**src/rtl/utf8d_pkg.sv**
```systemverilog
// Shared types and constants for the UTF-8 stream decoder.
// No dependencies; every other file except utf8d_stream_if imports this package.
package utf8d_pkg;

    localparam int HOLD_DEPTH = 6;
    localparam int CNT_W      = 3;

    localparam logic [15:0] REPL_CHAR = 16'h005F;

    typedef logic [CNT_W-1:0] cnt_t;

    typedef struct packed {
        logic [7:0] data_byte;
        logic       end_of_text;
    } in_item_t;

    typedef struct packed {
        logic [15:0] code_point;
        logic        was_replaced;
        logic        last_of_run;
        logic        text_done;
    } out_item_t;

    // controller -> datapath
    typedef struct packed {
        logic load_byte;    // append accepted byte, start a new run
        logic take_result;  // latch judged result into hold, drop used bytes
        logic push_hold;    // move hold into output register
        logic push_last;    // pushed result closes the run
        logic finish;       // run over; flush buffer if text ended
    } ctrl_cmd_t;

    // datapath -> controller
    typedef struct packed {
        logic stop;         // no further result for this byte
        logic hold_valid;
        logic out_free;
    } ctrl_status_t;

endpackage

```
**src/rtl/utf8d_stream_if.sv**
```systemverilog
// Valid/ready stream channel with a typed payload.
// Depends on nothing; payload type is set per instance.
interface utf8d_stream_if #(parameter type item_t = logic);
    logic  valid;
    logic  ready;
    item_t payload;

    modport source (output valid, output payload, input ready);
    modport sink   (input valid, input payload, output ready);
endinterface

```
**src/rtl/utf8d_ctrl.sv**
```systemverilog
// Sequencer of the UTF-8 decoder: accepts a byte, then steps the judge
// once per result. Uses utf8d_pkg command/status structs.
module utf8d_ctrl (
    input  logic                   clk,
    input  logic                   rst_n,
    input  logic                   in_valid,
    output logic                   in_ready,
    input  utf8d_pkg::ctrl_status_t status,
    output utf8d_pkg::ctrl_cmd_t    cmd
);
    import utf8d_pkg::*;

    typedef enum logic [1:0] {
        ST_IDLE  = 2'b01,
        ST_JUDGE = 2'b10
    } state_t;

    state_t state_reg, state_next;
    logic   can_push;

    // a held result can only move on when the output register frees up
    assign can_push = !status.hold_valid || status.out_free;

    always_comb
    begin
        state_next = state_reg;
        cmd        = '0;
        in_ready   = 1'b0;
        case (state_reg)
            ST_IDLE:
            begin
                in_ready = 1'b1;
                if (in_valid)
                begin
                    cmd.load_byte = 1'b1;
                    state_next    = ST_JUDGE;
                end
            end
            ST_JUDGE:
            begin
                if (can_push)
                begin
                    cmd.push_hold = status.hold_valid;
                    if (status.stop)
                    begin
                        cmd.push_last = 1'b1;
                        cmd.finish    = 1'b1;
                        state_next    = ST_IDLE;
                    end
                    else
                    begin
                        cmd.take_result = 1'b1;
                    end
                end
            end
            default:
            begin
                state_next = ST_IDLE;
            end
        endcase
    end

    always_ff @(posedge clk or negedge rst_n)
    begin
        if (!rst_n)
        begin
            state_reg <= ST_IDLE;
        end
        else
        begin
            state_reg <= state_next;
        end
    end

endmodule

```
**src/rtl/utf8d_datapath.sv**
```systemverilog
// Datapath of the UTF-8 decoder: byte buffer, form judge, hold and
// output registers. Uses utf8d_pkg types; driven by utf8d_ctrl.
module utf8d_datapath (
    input  logic                    clk,
    input  logic                    rst_n,
    input  utf8d_pkg::in_item_t     in_item,
    input  utf8d_pkg::ctrl_cmd_t    cmd,
    output utf8d_pkg::ctrl_status_t status,
    input  logic                    out_ready,
    output logic                    out_valid,
    output utf8d_pkg::out_item_t    out_item
);
    import utf8d_pkg::*;

    logic [7:0]  buf_reg [HOLD_DEPTH];
    logic [7:0]  buf_next [HOLD_DEPTH];
    cnt_t        count_reg, count_next;
    cnt_t        nres_reg;
    logic        fin_reg;

    logic        hold_valid_reg;
    logic [15:0] hold_cp_reg;
    logic        hold_rep_reg;

    logic        out_valid_reg;
    out_item_t   out_reg;

    logic [7:0]  b0, b1, b2;
    cnt_t        j_used, used_eff;
    logic [15:0] j_cp;
    logic        j_rep;
    cnt_t        long_len;
    logic        long_done;
    logic [3:0]  src;

    assign b0 = buf_reg[0];
    assign b1 = buf_reg[1];
    assign b2 = buf_reg[2];

    function automatic logic is_cont(input logic [7:0] b);
        return b[7:6] == 2'b10;
    endfunction

    // Entries at or past count hold zero, which doubles as the
    // zero byte assumed after the end of a text.
    function automatic logic known(input cnt_t k, input cnt_t cnt, input logic fin);
        return (k < cnt) || fin;
    endfunction

    always_comb
    begin
        j_used    = '0;
        j_cp      = REPL_CHAR;
        j_rep     = 1'b1;
        long_len  = 3'd4;
        long_done = 1'b0;
        if (!b0[7])
        begin
            j_rep  = 1'b0;
            j_cp   = {8'h00, b0};
            j_used = 3'd1;
        end
        else if (b0 < 8'hC0 || b0 >= 8'hFE)
        begin
            j_used = 3'd1;
        end
        else if (b0 < 8'hE0)
        begin
            if (!known(3'd1, count_reg, fin_reg))
                j_used = 3'd0;
            else if (!is_cont(b1))
                j_used = 3'd1;
            else if (b0[7:1] == 7'h60)
                j_used = 3'd2;  // overlong C0/C1
            else
            begin
                j_rep  = 1'b0;
                j_cp   = {5'b0, b0[4:0], b1[5:0]};
                j_used = 3'd2;
            end
        end
        else if (b0 < 8'hF0)
        begin
            if (!known(3'd1, count_reg, fin_reg))
                j_used = 3'd0;
            else if (!is_cont(b1))
                j_used = 3'd1;
            else if (!known(3'd2, count_reg, fin_reg))
                j_used = 3'd0;
            else if (!is_cont(b2))
                j_used = 3'd2;
            else if (b0[3:0] == 4'hD && b1[5])
                j_used = 3'd3;  // surrogate
            else if (b0 == 8'hE0 && b1[7:5] == 3'b100)
                j_used = 3'd3;  // overlong
            else
            begin
                j_rep  = 1'b0;
                j_cp   = {b0[3:0], b1[5:0], b2[5:0]};
                j_used = 3'd3;
            end
        end
        else
        begin
            // long form: swallow continuation-like bytes up to the length
            long_len = (b0 < 8'hF8) ? 3'd4 : (b0 < 8'hFC) ? 3'd5 : 3'd6;
            for (int k = 1; k < HOLD_DEPTH; k++)
            begin
                if (!long_done && cnt_t'(k) < long_len)
                begin
                    if (!known(cnt_t'(k), count_reg, fin_reg))
                    begin
                        j_used    = 3'd0;
                        long_done = 1'b1;
                    end
                    else if (!buf_reg[k][7])
                    begin
                        j_used    = cnt_t'(k);
                        long_done = 1'b1;
                    end
                end
            end
            if (!long_done)
                j_used = long_len;
        end
    end

    assign used_eff = (j_used > count_reg) ? count_reg : j_used;

    assign status.stop = (count_reg == '0) || (j_used == '0)
                       || (nres_reg == cnt_t'(HOLD_DEPTH));
    assign status.hold_valid = hold_valid_reg;
    assign status.out_free   = !out_valid_reg || out_ready;

    // buffer next value: append, drop consumed bytes, or flush
    always_comb
    begin
        src        = '0;
        count_next = count_reg;
        for (int i = 0; i < HOLD_DEPTH; i++)
            buf_next[i] = buf_reg[i];
        if (cmd.load_byte)
        begin
            if (count_reg < cnt_t'(HOLD_DEPTH))
            begin
                buf_next[count_reg] = in_item.data_byte;
                count_next          = count_reg + 3'd1;
            end
        end
        else if (cmd.take_result)
        begin
            for (int i = 0; i < HOLD_DEPTH; i++)
            begin
                src = 4'(i) + {1'b0, used_eff};
                if (src < 4'(HOLD_DEPTH))
                    buf_next[i] = buf_reg[src[2:0]];
                else
                    buf_next[i] = 8'h00;
            end
            count_next = count_reg - used_eff;
        end
        else if (cmd.finish && fin_reg)
        begin
            for (int i = 0; i < HOLD_DEPTH; i++)
                buf_next[i] = 8'h00;
            count_next = '0;
        end
    end

    always_ff @(posedge clk or negedge rst_n)
    begin
        if (!rst_n)
        begin
            for (int i = 0; i < HOLD_DEPTH; i++)
                buf_reg[i] <= 8'h00;
            count_reg      <= '0;
            nres_reg       <= '0;
            fin_reg        <= 1'b0;
            hold_valid_reg <= 1'b0;
            out_valid_reg  <= 1'b0;
        end
        else
        begin
            for (int i = 0; i < HOLD_DEPTH; i++)
                buf_reg[i] <= buf_next[i];
            count_reg <= count_next;

            if (cmd.load_byte)
            begin
                fin_reg  <= in_item.end_of_text;
                nres_reg <= '0;
            end
            else if (cmd.take_result)
            begin
                nres_reg <= nres_reg + 3'd1;
            end

            if (cmd.take_result)
                hold_valid_reg <= 1'b1;
            else if (cmd.push_hold)
                hold_valid_reg <= 1'b0;

            if (cmd.push_hold)
                out_valid_reg <= 1'b1;
            else if (out_ready)
                out_valid_reg <= 1'b0;
        end
    end

    always_ff @(posedge clk)
    begin
        if (cmd.take_result)
        begin
            hold_cp_reg  <= j_cp;
            hold_rep_reg <= j_rep;
        end
        if (cmd.push_hold)
        begin
            out_reg.code_point   <= hold_cp_reg;
            out_reg.was_replaced <= hold_rep_reg;
            out_reg.last_of_run  <= cmd.push_last;
            out_reg.text_done    <= cmd.push_last && fin_reg;
        end
    end

    assign out_valid = out_valid_reg;
    assign out_item  = out_reg;

endmodule

```
**src/rtl/utf8_stream_decoder.sv**
```systemverilog
// Channel    Dir   Payload                                           Transfer
// bytes      in    data_byte[7:0], end_of_text                       valid & ready
// chars      out   code_point[15:0], was_replaced, last_of_run,      valid & ready
//                  text_done
//
// A byte is accepted, then the judge steps once per result it causes and
// once more to end the run; the judge runs once per cycle on the
// six-entry byte buffer. Each result passes a hold register, so the last
// one is known to close the run before it leaves. Reset clears buffer and
// control. A stalled output holds the judge; no byte is taken mid-run.
//
// Top level of the UTF-8 decoder; depends on utf8d_pkg, utf8d_stream_if,
// utf8d_ctrl and utf8d_datapath.
module utf8_stream_decoder (
    input  logic           clk,
    input  logic           rst_n,
    utf8d_stream_if.sink   bytes,
    utf8d_stream_if.source chars
);
    import utf8d_pkg::*;

    ctrl_cmd_t    cmd;
    ctrl_status_t status;
    in_item_t     in_item;
    out_item_t    out_item;
    logic         out_valid;
    logic         in_ready;

    assign in_item       = bytes.payload;
    assign bytes.ready   = in_ready;
    assign chars.valid   = out_valid;
    assign chars.payload = out_item;

    utf8d_ctrl u_ctrl (
        .clk      (clk),
        .rst_n    (rst_n),
        .in_valid (bytes.valid),
        .in_ready (in_ready),
        .status   (status),
        .cmd      (cmd)
    );

    utf8d_datapath u_datapath (
        .clk       (clk),
        .rst_n     (rst_n),
        .in_item   (in_item),
        .cmd       (cmd),
        .status    (status),
        .out_ready (chars.ready),
        .out_valid (out_valid),
        .out_item  (out_item)
    );

endmodule

```
**src/flat_wrapper.sv**
```systemverilog
// flat-port wrapper written by rule: the top's interface ports become plain ports
module utf8_stream_decoder_flat import utf8d_pkg::*;
  (clk, rst_n, bytes_valid, bytes_payload, bytes_ready, chars_valid, chars_payload, chars_ready);
  utf8d_stream_if #(.item_t(in_item_t)) bytes_i ();
  utf8d_stream_if #(.item_t(out_item_t)) chars_i ();
  input  logic clk;
  input  logic rst_n;
  input wire logic [$bits(bytes_i.valid)-1:0] bytes_valid;
  input wire logic [$bits(bytes_i.payload)-1:0] bytes_payload;
  output wire logic [$bits(bytes_i.ready)-1:0] bytes_ready;
  output wire logic [$bits(chars_i.valid)-1:0] chars_valid;
  output wire logic [$bits(chars_i.payload)-1:0] chars_payload;
  input wire logic [$bits(chars_i.ready)-1:0] chars_ready;
  assign bytes_i.valid = bytes_valid;
  assign bytes_i.payload = bytes_payload;
  assign bytes_ready = bytes_i.ready;
  assign chars_valid = chars_i.valid;
  assign chars_payload = chars_i.payload;
  assign chars_i.ready = chars_ready;
  utf8_stream_decoder u_core (.clk(clk), .rst_n(rst_n), .bytes(bytes_i), .chars(chars_i));
endmodule
```
**config.mk**
```make
export PLATFORM = sky130hd
export DESIGN_NAME = utf8_stream_decoder_flat
export DESIGN_NICKNAME = d
export VERILOG_FILES = /design/src/rtl/utf8d_pkg.sv /design/src/rtl/utf8d_stream_if.sv /design/src/rtl/utf8d_ctrl.sv /design/src/rtl/utf8d_datapath.sv /design/src/rtl/utf8_stream_decoder.sv /design/src/flat_wrapper.sv
export SDC_FILE = /design/constraint.sdc
export NUM_CORES = 1
export LEC_CHECK = 0
export BUFFER_PORTS_ARGS = -buffer_cell sky130_fd_sc_hd__buf_2
export CAP_MARGIN = 20
export CORE_AREA = 4 4 110 112
export DETAILED_ROUTE_END_ITERATION = 8
export DIE_AREA = 0 0 114 116
export PLACE_DENSITY = 0.79
export SLEW_MARGIN = 20
export SYNTH_ARGS = -nofsm -noshare
export SYNTH_HDL_FRONTEND = slang
export SYNTH_SLANG_ARGS = --single-unit
export TNS_END_PERCENT = 1
```
**constraint.sdc**
```tcl
create_clock -name clk -period 6.2 [get_ports clk]
set_clock_uncertainty 0.15 [all_clocks]
set_input_delay 0.62 -clock clk [delete_from_list [all_inputs] [get_ports clk]]
set_output_delay 0.62 -clock clk [all_outputs]
set_load 0.05 [all_outputs]
```
==> metrics.md <==
| Metric | Value |
|---|---|
| Outcome | finished clean |
| Root buf cell | clkbuf_16 |
| Commonest cells post-synth | nand2_1, dfrtp_1, nand3_1, nor2_1, edfxtp_1 |
| Yosys cell types | 77 |
| Most used DFF post-synth | dfrtp_1 |
| Initial core utilization | 59.7% |
| Comb pwr share | 55.8% |
| Max-slew violation count | 0 |
| Power per cell area | 588 nW/µm² |
| Final core occ | 65.6% |
| Resized Gates After CTS | 0 |
| Setup crit end kind | register |
| Setup TNS | 0 ns |
| Setup crit start | u_core.u_datapath.count_reg[2] |
| Mapped cell area | 6700 µm² |
| Initial antenna violation count | 0 |
| R2r worst-path depth | 20 |
| P&R area growth vs syn | 9.84% |
| CP Cell Sequence | o2111a_2 > o211ai_4 > o31a_1 > and2_0 > buf_4 > nor3_1 > ha_1 > nand3_1 > a21boi_1 > buf_4 > nand2_1 > and2_4 > ha_1 > buf_4 > clkinv_1 > nand3_1 > nor4_2 > buf_4 > a221o_1 > mux2_2 |
| Hold buffer count at cts | 0 |
| Power share of the sequential group | 29.7% |
| Max Freq | 180 MHz |
| Leakage | 2.79 nW |
| Reg-to-reg endpoint | u_core.u_datapath.b1[2] |
| Psw | 2.17 mW |
| IO Pins | 34 |
| Peak supply drop | 366 µV |
| Post-CTS setup buffer count | 0 |
| # nets final | 723 |
| Final Hold Vio Count | 0 |
| CP required | 6.30 ns |
| Placer Congestion | 1.02 |
| Clk pwr share | 14.5% |
| Largest net degree at the start of global routing | 60 |
| Via-per-instance ratio | 7.53 |
| Register bit total from synthesis | 95 |
| Yosys warns | 0 |
| Vias in the first global route | 5,947 |
| Slew @ Worst Pin | 1.06 ns |
| Routed Antenna Nets | 0 |
| DIE WIDTH | 114 µm |
| Worst-Skew Late Latency | 0.36 ns |
| Post-synth EDFFs | 36 |
| DRC | 0 |
| FILL cells | 887 |
| Area leader, netlist | dfrtp_1 |
| Seq. cell area | 2560 µm² |
| Fraction of registers with async set/reset | 62.1% |
| CTS tree | done |
| Row cnt | 39 |
| Remaining global-route overflow | 0 |
| DRT iter0 DRCs | 834 |
| Drt first pass iters | 5 |
| R2R Setup Slk | 0.64 ns |
| Max Cap Viol | 0 |
| DR vias | 6,338 |
| Input/output buffers | 33 |
| Critical Path Most Common Cell | buf_4 |
| Total GRT Usage | 35.0% |
| Cells after Synth | 668 |
| Multi-input gate area | 3850 µm² |
| Tot Pwr | 4.33 mW |
| Die area | 13,200 µm² |
| Fin crit share | 89.7% |
| Top cells by area, synth | dfrtp_1, edfxtp_1, mux4_2, mux2_2, nand2_1 |
| Die H | 116 µm |
| Final worst path period need | 5.56 ns |
| First-pass GRT wire length | 34,800 µm |
| Top cell type's share of synthesized area | 21.6% |
| CTS Buf Count | 9 |
| Sw Share | 50.1% |
| Clk sinks | 95 |
| Slowest CP cell | dfrtp_1 |
| Pint | 2.16 mW |
| Ant diodes | 0 |
| Max_slew headroom | 28.8% |
| Core ar. | 11,200 µm² |
| Post-DP HPWL | 16,200 µm |
| # setup viols final | 0 |
| Syn nets | 697 |
| Min-delay worst type | register to register |
| DRT Wirelength | 22,600 µm |
| Most common cell in the netlist | nand2_1 |
| Largest register FFs | 24 |
| Crit Path Category | register to register |
| Crit-path max FO | 16 |
| Layout cells sized above 1 | 22.6% |
| CP peak stage delay | 0.64 ns |
| Critical path startpoint category | register |
| Arr. time, crit path | 5.66 ns |
| Sequential-to-total area share from yosys stat | 38.2% |
| H-tree levels | 3 |
| Clock slew at reported path FFs | 0.07 ns |
| RSZ-0062 raised after global routing | false |
| Clock Tree Buf Depth | 2 |
| Syn Area/Cell | 10.0 µm² |
| WL/cell | 26.8 µm |
| CP endpoint | u_core.u_datapath.b1[2] |
| Reg-to-Reg Start | u_core.u_datapath.count_reg[2] |
## cell families (layout without fill, tap and decap cells)
group / count (synthesis) / after routing / share of synthesized area, %
DFF: 95 / 95 / 38.2
adders and majority gates: 16 / 16 / 3.10
xor gates and xnor gates: 4 / 4 / 0.523
and+or+nand+nor: 219 / 219 / 16.9
AOI/OAI and AO/OA: 214 / 214 / 25.0
muxes: 56 / 56 / 11.9
buffers and inverters: 64 / 95 / 4.40
## layer usage
layer  wire length [µm]  GRT usage, %  vias up
met1               8860          47.5     3052
met4                876          15.0        0
li1                   -             -     2718
met3               2650          7.78       87
met5                  0             0        -
met2              10200          54.3      481
## stage by stage
stage	area, µm²	worst slack [ns]	std cells	hold slack, ns
after floorplan	6700	1.09	668	0.174
after global placement	7040	0.900	826	0.255
after detailed placement	7040	0.774	826	0.256
after CTS	7360	0.698	842	0.270
after global routing	7360	0.245	842	0.275
final	7360	0.639	842	0.270
## layout by cell type (no fill, tap or decap), drive strengths merged, types with 12 or more instances in the layout
master	count
mux4	16
a21oi	16
a221o	20
dfrtp	58
o211ai	26
ha	15
a31oi	12
inv	18
mux2	31
buf	61
a211oi	18
nor3	22
nand2	63
nor2	38
a32oi	13
edfxtp	36
o221ai	16
o21ai	30
nand3	42
## worst min path at each step
stage	from	to	slack (ns)	cells after the start
2_1_floorplan	rst_n	u_core.u_ctrl.state_reg[1]	0.17	0
3_3_place_gp	u_core.u_datapath.hold_cp_reg[14]	u_core.u_datapath.out_item[17]	0.25	0
3_5_place_dp	u_core.u_datapath.hold_cp_reg[8]	u_core.u_datapath.out_item[11]	0.26	0
4_1_cts	u_core.u_datapath.hold_cp_reg[7]	u_core.u_datapath.out_item[10]	0.27	0
5_1_grt	u_core.u_datapath.hold_cp_reg[14]	u_core.u_datapath.out_item[17]	0.27	0
6_report	u_core.u_datapath.hold_cp_reg[15]	u_core.u_datapath.out_item[18]	0.27	0
## cell type report
class                   instances  share of cell area, %
multi-input cells             509                   52.3
flip-flops and latches         95                   34.7
repair buffers                 61                   5.10
clock buffers                  10                   3.11
well taps                     143                   2.43
clock inverters                 6                   1.33
inverters                      18                  0.952
## critical path, delay by kind of cell (launching register included)
family / cells / cell delay, ns
buf+inv: 5 / 1.27
flops: 1 / 0.64
compound gates: 5 / 1.52
simple gates: 7 / 1.03
mux: 1 / 0.28
fa+ha+maj: 2 / 0.55
## power groups by stage
| stage | Clock (mW) | Combinational [mW] | Sequential [mW] |
|---|---|---|---|
| detailed placement | 0 | 2.34 | 1.26 |
| global placement | 0 | 2.28 | 1.25 |
| CTS | 0.626 | 2.35 | 1.25 |
| floorplan | 0 | 1.77 | 1.09 |
| global route | 0.660 | 2.57 | 1.29 |
| finish | 0.629 | 2.41 | 1.29 |
(Power assumes the default switching activity.)
